===== config.mk =====
export PLATFORM = sky130hd
export DESIGN_NAME = crt_front
export DESIGN_NICKNAME = d
export VERILOG_FILES = /design/src/sv/crt_pkg.sv /design/src/sv/crt_front.sv
export SDC_FILE = /design/constraint.sdc
export NUM_CORES = 2
export LEC_CHECK = 0
export ABC_CLOCK_PERIOD_IN_PS = 9940
export BUFFER_PORTS_ARGS = -buffer_cell sky130_fd_sc_hd__buf_2
export CORE_ASPECT_RATIO = 1.75
export CORE_MARGIN = 8
export CORE_UTILIZATION = 55
export CTS_BUF_LIST = sky130_fd_sc_hd__clkbuf_8
export CTS_CLUSTER_SIZE = 28
export DETAILED_ROUTE_END_ITERATION = 10
export PLACE_DENSITY = 0.82
export SETUP_SLACK_MARGIN = 0.5
export SYNTH_ARGS = -nofsm -noshare
export SYNTH_HDL_FRONTEND = slang
export SYNTH_SLANG_ARGS = --single-unit

===== constraint.sdc =====
create_clock -name clk_i -period 9.94 [get_ports clk_i]
set_clock_uncertainty 0.15 [all_clocks]
set_input_delay 1.988 -clock clk_i [delete_from_list [all_inputs] [get_ports clk_i]]
set_output_delay 1.988 -clock clk_i [all_outputs]
set_load 0.01 [all_outputs]

===== src/sv/crt_pkg.sv =====
`default_nettype none

package crt_pkg;

  // Field and datapath widths.
  localparam int COORD_W = 16;
  localparam int COEF_W = 20;
  localparam int ACC_W = 24;
  localparam int T_W = 17;
  localparam int PROD_W = ACC_W + T_W + 1;
  localparam int CNT_W = 5;
  localparam int SPP_W = 6;

  // Sample count limits and register reset.
  localparam logic [SPP_W-1:0] SPP_RESET = SPP_W'(16);
  localparam logic [SPP_W-1:0] MIN_SAMPLES = SPP_W'(2);
  localparam logic [SPP_W-1:0] MAX_SAMPLES = SPP_W'(32);

  // Segment queue depth.
  localparam int FIFO_DEPTH = 2;
  localparam int PTR_W = $clog2(FIFO_DEPTH);

  // Rounding constant for the Q0.16 product.
  localparam logic signed [PROD_W-1:0] HALF_P = PROD_W'(32768);
  localparam logic signed [ACC_W-1:0] SAT_HI = ACC_W'(32767);
  localparam logic signed [ACC_W-1:0] SAT_LO = -ACC_W'(32768);

  // Doubled cubic coefficients of one coordinate.
  typedef struct packed {
    logic signed [COEF_W-1:0] a;
    logic signed [COEF_W-1:0] b;
    logic signed [COEF_W-1:0] c;
    logic signed [COEF_W-1:0] d;
  } coef_t;

  // One segment as it travels from the front to the back.
  typedef struct packed {
    coef_t x;
    coef_t y;
    logic  last;
  } seg_t;

  // Step of the t accumulator: 65536 = q * m + r.
  typedef struct packed {
    logic [T_W-1:0]   q;
    logic [CNT_W-1:0] r;
  } tstep_t;

  // Coefficients from four control points.
  function automatic coef_t coef_f(input logic signed [COORD_W-1:0] p0,
                                   input logic signed [COORD_W-1:0] p1,
                                   input logic signed [COORD_W-1:0] p2,
                                   input logic signed [COORD_W-1:0] p3);
    logic signed [COEF_W-1:0] e0;
    logic signed [COEF_W-1:0] e1;
    logic signed [COEF_W-1:0] e2;
    logic signed [COEF_W-1:0] e3;
    coef_t r;
    e0 = COEF_W'(p0);
    e1 = COEF_W'(p1);
    e2 = COEF_W'(p2);
    e3 = COEF_W'(p3);
    r.a = e1 <<< 1;
    r.b = e2 - e0;
    r.c = (e0 <<< 1) - (e1 <<< 2) - e1 + (e2 <<< 2) - e3;
    r.d = e1 + (e1 <<< 1) - e2 - (e2 <<< 1) + e3 - e0;
    return r;
  endfunction

  // Quotient and remainder of 65536 by the segment's interval count.
  function automatic tstep_t tstep_f(input logic [CNT_W-1:0] m);
    tstep_t s;
    unique case (m)
      5'd2:    s = '{q: 17'd32768, r: 5'd0};
      5'd3:    s = '{q: 17'd21845, r: 5'd1};
      5'd4:    s = '{q: 17'd16384, r: 5'd0};
      5'd5:    s = '{q: 17'd13107, r: 5'd1};
      5'd6:    s = '{q: 17'd10922, r: 5'd4};
      5'd7:    s = '{q: 17'd9362,  r: 5'd2};
      5'd8:    s = '{q: 17'd8192,  r: 5'd0};
      5'd9:    s = '{q: 17'd7281,  r: 5'd7};
      5'd10:   s = '{q: 17'd6553,  r: 5'd6};
      5'd11:   s = '{q: 17'd5957,  r: 5'd9};
      5'd12:   s = '{q: 17'd5461,  r: 5'd4};
      5'd13:   s = '{q: 17'd5041,  r: 5'd3};
      5'd14:   s = '{q: 17'd4681,  r: 5'd2};
      5'd15:   s = '{q: 17'd4369,  r: 5'd1};
      5'd16:   s = '{q: 17'd4096,  r: 5'd0};
      5'd17:   s = '{q: 17'd3855,  r: 5'd1};
      5'd18:   s = '{q: 17'd3640,  r: 5'd16};
      5'd19:   s = '{q: 17'd3449,  r: 5'd5};
      5'd20:   s = '{q: 17'd3276,  r: 5'd16};
      5'd21:   s = '{q: 17'd3120,  r: 5'd16};
      5'd22:   s = '{q: 17'd2978,  r: 5'd20};
      5'd23:   s = '{q: 17'd2849,  r: 5'd9};
      5'd24:   s = '{q: 17'd2730,  r: 5'd16};
      5'd25:   s = '{q: 17'd2621,  r: 5'd11};
      5'd26:   s = '{q: 17'd2520,  r: 5'd16};
      5'd27:   s = '{q: 17'd2427,  r: 5'd7};
      5'd28:   s = '{q: 17'd2340,  r: 5'd16};
      5'd29:   s = '{q: 17'd2259,  r: 5'd25};
      5'd30:   s = '{q: 17'd2184,  r: 5'd16};
      5'd31:   s = '{q: 17'd2114,  r: 5'd2};
      default: s = '{q: 17'd65536, r: 5'd0};
    endcase
    return s;
  endfunction

  // Signed accumulator times unsigned t.
  function automatic logic signed [PROD_W-1:0] mul_f(input logic signed [ACC_W-1:0] acc,
                                                     input logic [T_W-1:0] t);
    return PROD_W'(acc) * $signed({1'b0, t});
  endfunction

  // Round a Q0.16 product back to coordinate scale, half up.
  function automatic logic signed [ACC_W-1:0] rnd_f(input logic signed [PROD_W-1:0] p);
    logic signed [PROD_W-1:0] s;
    s = p + HALF_P;
    return ACC_W'(s >>> 16);
  endfunction

  // Halve with rounding and clamp to the coordinate range.
  function automatic logic signed [COORD_W-1:0] fin_f(input logic signed [ACC_W-1:0] acc);
    logic signed [ACC_W-1:0] h;
    h = (acc + ACC_W'(1)) >>> 1;
    if (h > SAT_HI) begin
      h = SAT_HI;
    end else if (h < SAT_LO) begin
      h = SAT_LO;
    end
    return COORD_W'(h);
  endfunction

endpackage

`default_nettype wire


===== src/sv/crt_front.sv =====
`default_nettype none

module crt_front
  import crt_pkg::*;
(
  input  wire logic                       clk_i,
  input  wire logic                       rst_ni,
  input  wire logic                       s_axis_tvalid,
  output logic                            s_axis_tready,
  input  wire logic signed [COORD_W-1:0]  point_x_i,
  input  wire logic signed [COORD_W-1:0]  point_y_i,
  input  wire logic                       final_point_i,
  input  wire logic                       room_i,
  output logic                            push_o,
  output seg_t                            push_seg_o
);

  logic signed [COORD_W-1:0] hx_q [3];
  logic signed [COORD_W-1:0] hy_q [3];
  logic [1:0] seen_q;
  logic       pend_q;
  seg_t       pend_seg_q;

  logic take;
  logic has_mid;
  logic has_end;
  seg_t seg_mid;
  seg_t seg_end;

  // A word is taken only when the queue can hold its first segment.
  assign s_axis_tready = !pend_q && room_i;
  assign take = s_axis_tvalid && s_axis_tready;

  // Segment between the two previous points, and the closing segment.
  assign has_mid = seen_q[1];
  assign has_end = final_point_i && (seen_q != 2'd0);

  always_comb begin
    seg_mid.x = coef_f((seen_q == 2'd3) ? hx_q[0] : hx_q[1], hx_q[1], hx_q[2], point_x_i);
    seg_mid.y = coef_f((seen_q == 2'd3) ? hy_q[0] : hy_q[1], hy_q[1], hy_q[2], point_y_i);
    seg_mid.last = !has_end;
    seg_end.x = coef_f(seen_q[1] ? hx_q[1] : hx_q[2], hx_q[2], point_x_i, point_x_i);
    seg_end.y = coef_f(seen_q[1] ? hy_q[1] : hy_q[2], hy_q[2], point_y_i, point_y_i);
    seg_end.last = 1'b1;
  end

  // Push now, or hold the closing segment for the next free slot.
  assign push_o = (pend_q && room_i) || (take && (has_mid || has_end));
  assign push_seg_o = pend_q ? pend_seg_q : (has_mid ? seg_mid : seg_end);

  always_ff @(posedge clk_i or negedge rst_ni) begin
    if (!rst_ni) begin
      pend_q <= 1'b0;
    end else if (take && has_mid && has_end) begin
      pend_q <= 1'b1;
    end else if (pend_q && room_i) begin
      pend_q <= 1'b0;
    end
  end

  always_ff @(posedge clk_i) begin
    if (take && has_mid && has_end) begin
      pend_seg_q <= seg_end;
    end
  end

  // Point history; a final point clears it.
  always_ff @(posedge clk_i or negedge rst_ni) begin
    if (!rst_ni) begin
      seen_q <= 2'd0;
      for (int i = 0; i < 3; i++) begin
        hx_q[i] <= '0;
        hy_q[i] <= '0;
      end
    end else if (take) begin
      if (final_point_i) begin
        seen_q <= 2'd0;
        for (int i = 0; i < 3; i++) begin
          hx_q[i] <= '0;
          hy_q[i] <= '0;
        end
      end else begin
        if (seen_q != 2'd3) begin
          seen_q <= seen_q + 2'd1;
        end
        hx_q[0] <= hx_q[1];
        hy_q[0] <= hy_q[1];
        hx_q[1] <= hx_q[2];
        hy_q[1] <= hy_q[2];
        hx_q[2] <= point_x_i;
        hy_q[2] <= point_y_i;
      end
    end
  end

endmodule

`default_nettype wire


==> run_results.csv <==
group,metric,value,unit
sta,relSlewSlack,0.2827,
synthesis,synth_commonest_cells,"inv_1, fa_1, nand2_1, ha_1, a21oi_1",
floorplanning,die_w,200.0,um
global_route,grt_pass1_vias,27632,
sta,finalHoldViolCount,0,
worst_setup_path,crit_chain,"buf_2, inv_1, fa_1, ha_1, fa_1, inv_1, ha_1, fa_1, a21o_1, a21oi_2, o21ai_0, a21boi_0, nor4_1, or3_1, o21a_1, or3_1, a31oi_1, buf_2",
detailed_routing,first_iter_violations,1593,
detailed_routing,firstDrtPassIters,7,
detailed_routing,via_per_inst,5.893,
cts,clk_pin_slew,0.06,ns
synthesis,syn_avg_cell_area,9.521,sq um
synthesis,ys_ff_latch,245,
synthesis,synth.top_cell.area_share,0.2703,
floorplanning,core-area,58910,sq um
worst_setup_path,critical_path.endpoint_type,"output port",
detailed_routing,wl,98.58,mm
floorplanning,io_pins,200,
synthesis,ys.flop_type,"edfxtp_1",
sta,period_share,0.9377,
cts,htreeDepth,2,
cts,cts_buffers,46,
synthesis,syn_area,32590,sq um
worst_setup_path,cp_slowest_cell,"fa_1",
global_route,grt_pass1_wl,152.4,mm
outcome,status,"complete, no violations",
worst_setup_path,path_depth,18,
sta,maxSlewViolCount,0,
worst_hold_path,hold_path.class,"register to register",
worst_setup_path,cp_top_family,"adder cells",
sta,min_period,9.320,ns
final_layout,syn2layout_area_growth,8.462,%
placed_design,hpwlAfterDp,77.20,mm
placed_design,portBuffers,197,
floorplanning,dieArea,67600,sq um
worst_setup_path,r2r_start,"seen_q[1]",
worst_setup_path,start_kind,"input port",
worst_setup_path,worst-path-buf-inv,4,
sta,finalSetupTns,0,ns
placed_design,gp_congestion,1.008,
worst_setup_path,path_class,"input port to output port",
detailed_routing,ant_nets,0,
worst_setup_path,required,7.80,ns
cts,insertion_delay,0.69,ns
detailed_routing,wire_per_inst,22.37,um
worst_setup_path,arrival,7.18,ns
floorplanning,die_y,338.0,um
placed_design,placed_cell_area,34350,sq um
detailed_routing,drc,0,
cts,post_cts_buffers,0,
cts,cts.sinks,245,
synthesis,post-synth-top-count-cell,"inv_1",
synthesis,yosysSeqAreaShare,0.2106,
synthesis,synth_top_area_cell,"fa_1",
synthesis,synth_enable_flop_cells,146,
synthesis,synth_async_sr_flop_share,0.4041,
global_route,grt_max_degree,95,
worst_setup_path,crit_fanout,6,
floorplanning,row_count,118,
cts,cts_root_buffer,"clkbuf_8",
final_layout,fin_nets,4311,
cts,clock_path_buffers,3,
global_route,antenna_found_initial,2,
worst_setup_path,reg2regPathDepth,16,
final_layout,final_area,35350,sq um
cts,cts_tree,"done",
detailed_routing,vias,25964,
job,maxCapViolCount,0,
global_route,grt_use_total,0.2963,
floorplanning,start_util,0.5532,
sta,fmax,0.1073,GHz
final_layout,drive_gt1_frac,0.1015,
worst_setup_path,cp_common_cell,"fa_1",
synthesis,synth_cell_types,84,
worst_setup_path,reg2reg_slack,3.76,ns
synthesis,yosys_warnings,0,
final_layout,final_util,0.6000,
worst_setup_path,worst_path_largest_cell_delay,0.52,ns
synthesis,synthCells,3423,
worst_setup_path,rr_endpoint,"pend_seg_q[100]",
worst_setup_path,critPathLaunch,"point_y_i[1]",
sta,setup_viol,0,
synthesis,synth_area_leaders,"fa_1, edfxtp_1, ha_1",
sta,rsz0062_at_grt,"yes",
sta,worstMarginPinSlew,1.067,ns
worst_setup_path,endpoint,"push_seg_o[18]",
global_route,overflow,0,
[metal layers]
metal / vias up / global-route usage / routed length, um
met3: 416 / 0.03905 / 5693
met2: 1097 / 0.5509 / 52410
met5: - / 0 / 0
li1: 11737 / - / -
met4: 0 / 0.2160 / 8381
met1: 12714 / 0.2956 / 32090
[worst min-delay path by stage]
stage	end	depth (start not counted)	slack [ns]	startpoint
floorplan	hx_q[35]	2	0.29	hx_q[35]
global placement	hx_q[35]	2	0.31	hx_q[35]
detailed placement	hx_q[35]	2	0.31	hx_q[35]
CTS	hy_q[43]	2	0.33	hy_q[43]
global route	hx_q[44]	2	0.35	hx_q[44]
finish	hy_q[43]	2	0.33	hy_q[43]
[cell usage in the layout (no fill, tap or decap), drive strengths merged, types with 8 or more instances in the layout]
master   netlist  routed
inv          629     651
fa           440     440
nand2        301     301
ha           248     248
buf           31     233
a21oi        179     179
o21ai        171     171
nor2         164     164
edfxtp       146     146
xnor2        125     125
o31ai        113     113
dfrtp         99      99
mux2i         82      82
a21o          78      78
xor2          60      60
clkbuf        88      59
nor3          54      54
o21a          35      35
nand3         30      30
or3           28      28
nor2b         26      26
and3          19      19
a211oi        19      19
a21boi        18      18
a31oi         17      17
mux2          16      16
o211ai        15      15
nand2b        14      14
o21bai        14      14
and2          13      13
a2bb2oi       11      11
a22oi         11      11
nand3b        10      10
nor3b         10      10
maj3           9       9
a211o          8       8
[stage by stage]
step | setup slack [ns] | hold WS (ns) | std cells
6_report | 0.6196 | 0.3303 | 4406
5_1_grt | 0.4814 | 0.3450 | 4405
4_1_cts | 0.5506 | 0.3285 | 4404
3_5_place_dp | 0.5641 | 0.3143 | 4318
3_3_place_gp | 0.5725 | 0.3090 | 4318
2_1_floorplan | 1.668 | 0.2929 | 3424
[sequential cells by signal, summed over array words and instances (netlist names)]
signal and count:
hy_q 48, seen_q 2, pend_seg_q 146, hx_q 48
pend_q 1
[worst register-to-register path, cell delays in order, from the launching register on]
cell	delay, ns
dfrtp_4	0.63
buf_4	0.51
mux2i_1	0.66
fa_1	0.54
fa_1	0.49
inv_1	0.05
fa_1	0.48
inv_1	0.06
fa_1	0.39
a21o_1	0.18
a21oi_1	0.21
o21ai_0	0.22
a41o_1	0.39
a311o_1	0.42
a21o_1	0.21
a21oi_1	0.17
xnor2_1	0.11
[final cells by class]
| cell class | instances | area [sq um] |
|---|---|---|
| Fill cell | 4981 | 23560 |
| Multi-Input combinational cell | 2430 | 22870 |
| Sequential cell | 245 | 6869 |
| Inverter | 630 | 2367 |
| Timing Repair Buffer | 233 | 1274 |
| Tap cell | 780 | 975.9 |
| Clock buffer | 59 | 812.0 |
| Clock inverter | 27 | 168.9 |
| Antenna cell | 2 | 5.005 |
[cell families after synthesis]
| family | Yosys count | share of synthesized area |
|---|---|---|
| other | 1 | 0.0001151 |
| adders and majority gates | 697 | 0.3685 |
| buffers and inverters | 749 | 0.08873 |
| and+or+nand+nor | 688 | 0.09464 |
| AOI/OAI and AO/OA | 760 | 0.1538 |
| muxes | 98 | 0.03398 |
| DFF | 245 | 0.2106 |
| xor gates and xnor gates | 185 | 0.04972 |
[repair_timing]
item                                    4_1_cts  5_1_grt
endpoints found under the setup margin        0        3
resized for setup                             0        2
hold buffers                                  0        0
Power is left out: the tool's default activity adds up to more than one toggle a clock period on the data nets, which glitch-free logic cannot reach.
