==> config.mk <==
export PLATFORM = sky130hd
export DESIGN_NAME = crt_fifo
export DESIGN_NICKNAME = d
export VERILOG_FILES = /design/src/sv/crt_pkg.sv /design/src/sv/crt_fifo.sv
export SDC_FILE = /design/constraint.sdc
export NUM_CORES = 1
export LEC_CHECK = 0
export BUFFER_PORTS_ARGS = -buffer_cell sky130_fd_sc_hd__buf_2
export CAP_MARGIN = 20
export CORE_ASPECT_RATIO = 1.5
export CORE_MARGIN = 3
export CORE_UTILIZATION = 35
export DETAILED_ROUTE_END_ITERATION = 10
export HOLD_SLACK_MARGIN = 0.12
export PLACE_DENSITY = 0.56
export RECOVER_POWER = 100
export SYNTH_ARGS = -nofsm -noshare
export SYNTH_HDL_FRONTEND = slang
export SYNTH_SLANG_ARGS = --single-unit
==> constraint.sdc <==
create_clock -name clk_i -period 9.69 [get_ports clk_i]
set_input_delay 0.4845 -clock clk_i [delete_from_list [all_inputs] [get_ports clk_i]]
set_output_delay 0.4845 -clock clk_i [all_outputs]
set_load 0.005 [all_outputs]
==> src/sv/crt_pkg.sv <==
`default_nettype none

package crt_pkg;

  // Field and datapath widths.
  localparam int COORD_W = 16;
  localparam int COEF_W = 20;
  localparam int ACC_W = 24;
  localparam int T_W = 17;
  localparam int PROD_W = ACC_W + T_W + 1;
  localparam int CNT_W = 5;
  localparam int SPP_W = 6;

  // Sample count limits and register reset.
  localparam logic [SPP_W-1:0] SPP_RESET = SPP_W'(16);
  localparam logic [SPP_W-1:0] MIN_SAMPLES = SPP_W'(2);
  localparam logic [SPP_W-1:0] MAX_SAMPLES = SPP_W'(32);

  // Segment queue depth.
  localparam int FIFO_DEPTH = 2;
  localparam int PTR_W = $clog2(FIFO_DEPTH);

  // Rounding constant for the Q0.16 product.
  localparam logic signed [PROD_W-1:0] HALF_P = PROD_W'(32768);
  localparam logic signed [ACC_W-1:0] SAT_HI = ACC_W'(32767);
  localparam logic signed [ACC_W-1:0] SAT_LO = -ACC_W'(32768);

  // Doubled cubic coefficients of one coordinate.
  typedef struct packed {
    logic signed [COEF_W-1:0] a;
    logic signed [COEF_W-1:0] b;
    logic signed [COEF_W-1:0] c;
    logic signed [COEF_W-1:0] d;
  } coef_t;

  // One segment as it travels from the front to the back.
  typedef struct packed {
    coef_t x;
    coef_t y;
    logic  last;
  } seg_t;

  // Step of the t accumulator: 65536 = q * m + r.
  typedef struct packed {
    logic [T_W-1:0]   q;
    logic [CNT_W-1:0] r;
  } tstep_t;

  // Coefficients from four control points.
  function automatic coef_t coef_f(input logic signed [COORD_W-1:0] p0,
                                   input logic signed [COORD_W-1:0] p1,
                                   input logic signed [COORD_W-1:0] p2,
                                   input logic signed [COORD_W-1:0] p3);
    logic signed [COEF_W-1:0] e0;
    logic signed [COEF_W-1:0] e1;
    logic signed [COEF_W-1:0] e2;
    logic signed [COEF_W-1:0] e3;
    coef_t r;
    e0 = COEF_W'(p0);
    e1 = COEF_W'(p1);
    e2 = COEF_W'(p2);
    e3 = COEF_W'(p3);
    r.a = e1 <<< 1;
    r.b = e2 - e0;
    r.c = (e0 <<< 1) - (e1 <<< 2) - e1 + (e2 <<< 2) - e3;
    r.d = e1 + (e1 <<< 1) - e2 - (e2 <<< 1) + e3 - e0;
    return r;
  endfunction

  // Quotient and remainder of 65536 by the segment's interval count.
  function automatic tstep_t tstep_f(input logic [CNT_W-1:0] m);
    tstep_t s;
    unique case (m)
      5'd2:    s = '{q: 17'd32768, r: 5'd0};
      5'd3:    s = '{q: 17'd21845, r: 5'd1};
      5'd4:    s = '{q: 17'd16384, r: 5'd0};
      5'd5:    s = '{q: 17'd13107, r: 5'd1};
      5'd6:    s = '{q: 17'd10922, r: 5'd4};
      5'd7:    s = '{q: 17'd9362,  r: 5'd2};
      5'd8:    s = '{q: 17'd8192,  r: 5'd0};
      5'd9:    s = '{q: 17'd7281,  r: 5'd7};
      5'd10:   s = '{q: 17'd6553,  r: 5'd6};
      5'd11:   s = '{q: 17'd5957,  r: 5'd9};
      5'd12:   s = '{q: 17'd5461,  r: 5'd4};
      5'd13:   s = '{q: 17'd5041,  r: 5'd3};
      5'd14:   s = '{q: 17'd4681,  r: 5'd2};
      5'd15:   s = '{q: 17'd4369,  r: 5'd1};
      5'd16:   s = '{q: 17'd4096,  r: 5'd0};
      5'd17:   s = '{q: 17'd3855,  r: 5'd1};
      5'd18:   s = '{q: 17'd3640,  r: 5'd16};
      5'd19:   s = '{q: 17'd3449,  r: 5'd5};
      5'd20:   s = '{q: 17'd3276,  r: 5'd16};
      5'd21:   s = '{q: 17'd3120,  r: 5'd16};
      5'd22:   s = '{q: 17'd2978,  r: 5'd20};
      5'd23:   s = '{q: 17'd2849,  r: 5'd9};
      5'd24:   s = '{q: 17'd2730,  r: 5'd16};
      5'd25:   s = '{q: 17'd2621,  r: 5'd11};
      5'd26:   s = '{q: 17'd2520,  r: 5'd16};
      5'd27:   s = '{q: 17'd2427,  r: 5'd7};
      5'd28:   s = '{q: 17'd2340,  r: 5'd16};
      5'd29:   s = '{q: 17'd2259,  r: 5'd25};
      5'd30:   s = '{q: 17'd2184,  r: 5'd16};
      5'd31:   s = '{q: 17'd2114,  r: 5'd2};
      default: s = '{q: 17'd65536, r: 5'd0};
    endcase
    return s;
  endfunction

  // Signed accumulator times unsigned t.
  function automatic logic signed [PROD_W-1:0] mul_f(input logic signed [ACC_W-1:0] acc,
                                                     input logic [T_W-1:0] t);
    return PROD_W'(acc) * $signed({1'b0, t});
  endfunction

  // Round a Q0.16 product back to coordinate scale, half up.
  function automatic logic signed [ACC_W-1:0] rnd_f(input logic signed [PROD_W-1:0] p);
    logic signed [PROD_W-1:0] s;
    s = p + HALF_P;
    return ACC_W'(s >>> 16);
  endfunction

  // Halve with rounding and clamp to the coordinate range.
  function automatic logic signed [COORD_W-1:0] fin_f(input logic signed [ACC_W-1:0] acc);
    logic signed [ACC_W-1:0] h;
    h = (acc + ACC_W'(1)) >>> 1;
    if (h > SAT_HI) begin
      h = SAT_HI;
    end else if (h < SAT_LO) begin
      h = SAT_LO;
    end
    return COORD_W'(h);
  endfunction

endpackage

`default_nettype wire

==> src/sv/crt_fifo.sv <==
`default_nettype none

module crt_fifo
  import crt_pkg::*;
(
  input  wire logic  clk_i,
  input  wire logic  rst_ni,
  input  wire logic  push_i,
  input  wire seg_t  push_seg_i,
  output logic       room_o,
  input  wire logic  pop_i,
  output logic       head_vld_o,
  output seg_t       head_o
);

  seg_t mem_q [FIFO_DEPTH];
  logic [PTR_W-1:0] wr_q;
  logic [PTR_W-1:0] rd_q;
  logic [PTR_W:0]   cnt_q;
  logic do_push;
  logic do_pop;

  assign room_o = cnt_q != (PTR_W + 1)'(FIFO_DEPTH);
  assign head_vld_o = cnt_q != '0;
  assign head_o = mem_q[rd_q];
  assign do_push = push_i && room_o;
  assign do_pop = pop_i && head_vld_o;

  // Pointers and fill count.
  always_ff @(posedge clk_i or negedge rst_ni) begin
    if (!rst_ni) begin
      wr_q <= '0;
      rd_q <= '0;
      cnt_q <= '0;
    end else begin
      if (do_push) begin
        wr_q <= wr_q + PTR_W'(1);
      end
      if (do_pop) begin
        rd_q <= rd_q + PTR_W'(1);
      end
      if (do_push && !do_pop) begin
        cnt_q <= cnt_q + (PTR_W + 1)'(1);
      end else if (do_pop && !do_push) begin
        cnt_q <= cnt_q - (PTR_W + 1)'(1);
      end
    end
  end

  always_ff @(posedge clk_i) begin
    if (do_push) begin
      mem_q[wr_q] <= push_seg_i;
    end
  end

endmodule

`default_nettype wire

==> results_dict.tcl, run 1 <==
set metrics [dict create \
    status "finished with violations" \
    violations "max-capacitance violations, max-slew violations" \
    hpwl_um 17700 \
    ys_seq_area_share_pct 80.5 \
    clockBufferDepth 3 \
    synth.most_common_cell "edfxtp_1" \
    start_util_pct 35.9 \
    synth_area_um2 12100 \
    synth_area_leaders "edfxtp_1 (80%), mux2_4 (9.9%), mux2_2 (7.5%)" \
    crit_required_ns 9.72 \
    wl_per_cell_um 19.8 \
    io-pin-count 328 \
    yosys.area.top_type_share_pct 79.7 \
    vias 6050 \
    antenna_found_initial 10 \
    crit_path_start_kind "flop" \
    cts_buffers 34 \
    cts.sinks 326 \
    grt_max_degree 70 \
    synth_edf_count 322 \
    grt_pass1_vias 6366 \
    cp_slowest_cell "clkbuf_1" \
    skew_ns 0.0131 \
    worstRegToRegCells 4 \
    power_frac_clock_pct 28.3 \
    fin_crit_sh_pct 61.9 \
    ant_nets 0 \
    synth_top_area_cell "edfxtp_1" \
    num-fill-cells 3064 \
    cap_violations 6 \
    routed_wl_um 26200 \
    grt-ovfl-total 0 \
    slew_violations 318 \
    htreeDepth 2 \
    tns_ns 0 \
    die_h_um 234 \
    root_buffer "clkbuf_16" \
    path_max_fanout 62 \
    hold_viol 0 \
    synth.distinct_cells 15 \
    critPathMaxStageDelay_ns 2.70 \
    switching_share_pct 27.7 \
    timing.fmax_mhz 167 \
    cts_tree "yes" \
    setup_viol_count_final 0 \
    p_leak_nw 5.23 \
    core-area_um2 33800 \
    slew_headroom_pct -179 \
    grt_pass1_wl_um 36900 \
    syn_area_per_cell_um2 23.4 \
    layout_setup_ws_ns 3.69 \
    hold_depth 1 \
    chipWidth_um 158 \
    crit_chain "nand2b_1 -> nand2_1 -> nor2_1 -> clkbuf_1" \
    numPortBuffers 327 \
    switchingPower_mw 1.22 \
    final_util_pct 43.9 \
    hold_path.class "primary input to flop" \
    powerDensity_nw_per_um2 296 \
    synth_top_cells_by_count "edfxtp_1 (322), mux2_2 (81), mux2_4 (80)" \
    grt_use_total_pct 13.4 \
    ir_worst_vdd_mv 0.188 \
    synthCells 519 \
    drtPass1Iterations 4 \
    tightestPinTransition_ns 4.18 \
    synthesis.nets 685 \
    ys_seq_elements 326 \
    critPathArrivalTime_ns 6.02 \
    drtIter0Drc 218 \
    p_int_mw 3.17 \
    dpl_worst_slack_ns 6.72 \
    die-area_um2 37000 \
    crit_type "flop to flop" \
    period_needed_ns 6.00 \
    pwr-share-comb_pct 24.6 \
    num_rows 82 \
    syn_to_final_growth_pct 22.2 \
    nNetsFinal 1037 \
    end_kind "flop" \
    clk_latency_ns 0.50 \
    synthFlopType "edfxtp_1" \
    rsz0062_at_grt "false" \
    synth_warnings 0 \
    p_seq_share_pct 47.1 \
    place_congestion 0.730 \
    vias_per_cell 4.57 \
    drc_errors 0 \
    clk_pin_slew_ns 0.06 \
    drive_above_1_share_pct 37.7 \
    synthArstFlopShare_pct 1.23 \
]
## through the flow
stage	power (mW)	hold WS (ns)	cells	area [um^2]
detailed placement	3.39	0.294	1254	14200
global route	4.62	0.133	1323	14800
floorplan	2.93	0.189	519	12100
global placement	3.38	0.295	1254	14200
CTS	4.65	0.123	1317	15300
finish	4.39	0.160	1323	14800
## power by group through the flow
stage | clock network (mW) | registers, mW | logic (mW)
after CTS | 1.28 | 2.06 | 1.31
after global routing | 1.34 | 2.10 | 1.18
after floorplan | 0 | 2.08 | 0.846
final | 1.24 | 2.07 | 1.08
after global placement | 0 | 2.08 | 1.30
after detailed placement | 0 | 2.09 | 1.30
## cell families (layout without fill, tap and decap cells)
logic type    after synthesis  in the layout  share of synthesized area, %
xor+xnor                    5              5                         0.361
fa+ha+maj                   1              1                         0.103
buf+inv                    19            397                          1.29
flops                     326            326                          80.5
mux                       161            161                          17.4
other cells                 0              6                             0
simple gates                7              7                         0.279
## layout by cell type (no fill, tap or decap), types with 2 or more instances in the layout
| cell | count |
|---|---|
| edfxtp_1 | 322 |
| xor2_1 | 2 |
| clkbuf_16 | 37 |
| diode_2 | 6 |
| nand2_1 | 2 |
| buf_4 | 3 |
| clkinvlp_4 | 2 |
| clkinv_1 | 10 |
| nor2_1 | 2 |
| mux2_2 | 80 |
| mux2_1 | 80 |
| buf_2 | 205 |
| clkinv_2 | 6 |
| dfrtp_1 | 4 |
| clkbuf_1 | 129 |
| xnor2_1 | 3 |
## registers in the layout, indices dropped and copies added, names as in the netlist
signal / count
rd_q: 1
mem_q: 322
cnt_q: 2
wr_q: 1
## layout make-up
type	count	area, um^2	share of cell area (%)
diodes	6	15.0	0.101
clock buffers	41	941	6.35
clock inverters	21	138	0.928
inverters	1	3.75	0.0253
multi-input cells	174	1910	12.9
flip-flops and latches	326	9770	65.9
well taps	420	526	3.54
repair buffers	334	1530	10.3
## critical path, delay by kind of cell, from the launching register on
family,cells,cell delay (ns)
AND/OR/NAND/NOR,3,2.34
buffers and inverters,1,2.70
flip-flops,1,0.40
## per-layer routing
layer	global-route usage [%]	share of wire, %
met3	4.23	7.3
met1	13.2	34
met2	24.5	54
met4	7.24	4.6
met5	0	0.22
## repair_timing
action | 4_1_cts | 5_1_grt
setup buffers | 0 | 0
endpoints found under the hold margin | 4 | 0
setup endpoints to repair | 0 | 0
hold buffers | 1 | 0
resized for setup | 0 | 0
## final timing paths
check | from | slack [ns] | endpoint
max | cnt_q[0] | 3.69 | mem_q[0][155]
min | push_seg_i[17] | 0.16 | mem_q[1][17]
max reg2reg | cnt_q[0] | 3.69 | mem_q[0][155]
min reg2reg | wr_q | 0.50 | wr_q
max in group asynchronous | rst_ni | 9.12 | cnt_q[0]
min in group asynchronous | rst_ni | 0.39 | rd_q
No activity file was read; power rests on OpenSTA's default activity.
==> run 2, diff against run 1 <==
==> constraint.sdc (replaced) <==
create_clock -name clk_i -period 6.25 [get_ports clk_i]
set_input_delay 0.3125 -clock clk_i [delete_from_list [all_inputs] [get_ports clk_i]]
set_output_delay 0.3125 -clock clk_i [all_outputs]
set_load 0.005 [all_outputs]
==> run 2 against run 1 <==
Against the previous run: clock-buffer cell count is 3 higher; largest cell class unchanged; flip-flop and latch count stayed put; the flow still finishes with violations (max-capacitance violations, max-slew violations); hold slack worse by 0.027 ns; sequential share of layout area is 6.1 points lower; worst setup slack worse by 1.6 ns; final area is 10% higher; clock power is 48% higher.
==> results_dict.tcl, run 2 (synthesis results as in run 1) <==
set metrics [dict create \
    drtIter0Drc 286 \
    slew_violations 205 \
    drc_errors 0 \
    wl_per_cell_um 17.8 \
    cts_setup_buffers 0 \
    root_buffer "clkbuf_16" \
    final_area_um2 16400 \
    cts_hold_buf 164 \
    critPathMaxStageDelay_ns 2.18 \
    layout_common_cells "edfxtp_1 (322), clkbuf_1 (169), buf_2 (166)" \
    power.total_mw 6.80 \
    layout_setup_ws_ns 2.09 \
    hold_path.class "primary input to flop" \
    path_max_fanout 52 \
    layout_commonest_cell "edfxtp_1" \
    crit_chain "nand2b_1 -> nand2_1 -> nor2_1 -> buf_4 -> clkbuf_1" \
    regMostFlops "mem_q" \
    crit_required_ns 6.29 \
    dpl_worst_slack_ns 3.63 \
    htreeDepth 2 \
    cts_resized 0 \
    critPathArrivalTime_ns 4.21 \
    grt-ovfl-total 0 \
    grt_pass1_vias 7236 \
    final_util_pct 48.4 \
    rsz0062_at_grt "false" \
    period_needed_ns 4.16 \
    vias 6628 \
    die_h_um 234 \
    cp_slowest_cell "clkbuf_1" \
    cts_tree "yes" \
    end_kind "flop" \
    grt_pass1_wl_um 39100 \
    setup_viol_count_final 0 \
    status "finished with violations" \
    hpwl_um 16600 \
    routed_wl_um 26300 \
    tns_ns 0 \
    cap_violations 4 \
    antenna_found_initial 3 \
    start_util_pct 35.9 \
    timing.fmax_mhz 240 \
    largest_reg_flops 322 \
    crit_type "flop to flop" \
    clockBufferDepth 3 \
    ir_worst_vdd_mv 0.245 \
    clk_latency_ns 0.50 \
    p_leak_nw 5.79 \
    powerDensity_nw_per_um2 416 \
    skew_ns 0.00845 \
    hold_viol 0 \
    ant_nets 0 \
    num_rows 82 \
    crit_path_start_kind "flop" \
    top_regs "mem_q: 322 flops, cnt_q: 2 flops" \
    tightestPinTransition_ns 3.43 \
    place_congestion 0.714 \
    syn_to_final_growth_pct 34.8 \
    chipWidth_um 158 \
    fin_crit_sh_pct 66.6 \
    slew_headroom_pct -128 \
    drtPass1Iterations 4 \
    grt_max_degree 104 \
    die-area_um2 37000 \
    cts.sinks 326 \
    violations "max-capacitance violations, max-slew violations" \
    clk_pin_slew_ns 0.06 \
    io-pin-count 328 \
    nNetsFinal 1200 \
    postPlaceCellArea_um2 14200 \
    cts_buffers 34 \
    grt_use_total_pct 13.7 \
    vias_per_cell 4.49 \
    drive_above_1_share_pct 28.3 \
    core-area_um2 33800 \
    numPortBuffers 327 \
]
## run 2: worst max-delay path: cells and delay by family, from the launching register on
family | cells | cell delay, ns
buf+inv | 2 | 2.83
simple gates | 3 | 0.42
flops | 1 | 0.40
## run 2: layout make-up
class                   instances  area, um^2
well taps                     420         526
clock inverters                11        83.8
repair buffers                497        3140
diodes                          2        5.00
multi-input cells             174        1910
inverters                       1        3.75
clock buffers                  44         910
flip-flops and latches        326        9770
fillers                      2974       17400
## run 2: worst paths after layout
| check | startpoint | endpoint | slack, ns | cells past startpoint |
|---|---|---|---|---|
| worst max-delay path | cnt_q[0] | mem_q[0][120] | 2.09 | 5 |
| worst min-delay path | push_i | wr_q | 0.13 | 3 |
| worst max register to register | cnt_q[0] | mem_q[0][120] | 2.09 | 5 |
| worst min register to register | cnt_q[1] | cnt_q[1] | 0.51 | 1 |
| max in group asynchronous | rst_ni | cnt_q[1] | 5.35 | 3 |
| min in group asynchronous | rst_ni | rd_q | 0.73 | 3 |
## run 2: through the flow
| step | std cells | hold WS, ns |
|---|---|---|
| final | 1475 | 0.134 |
| after CTS | 1473 | 0.150 |
| after global placement | 1254 | 0.123 |
| after global routing | 1474 | 0.128 |
| after floorplan | 519 | 0.0169 |
| after detailed placement | 1254 | 0.126 |
## run 2: power breakdown
group | switching [mW] | internal, mW | total [mW]
logic | 0.977 | 0.836 | 1.81
registers | 0.140 | 3.02 | 3.16
clock network | 0.762 | 1.06 | 1.83
## run 2: layer usage
layer  GRT usage [%]  vias to the layer above  wire length (um)
met3            3.91                       50              1720
met2            25.3                      223             14200
met5               0                        -                13
met4            5.38                        2               891
li1                -                     3096                 -
met1            14.7                     3257              9520
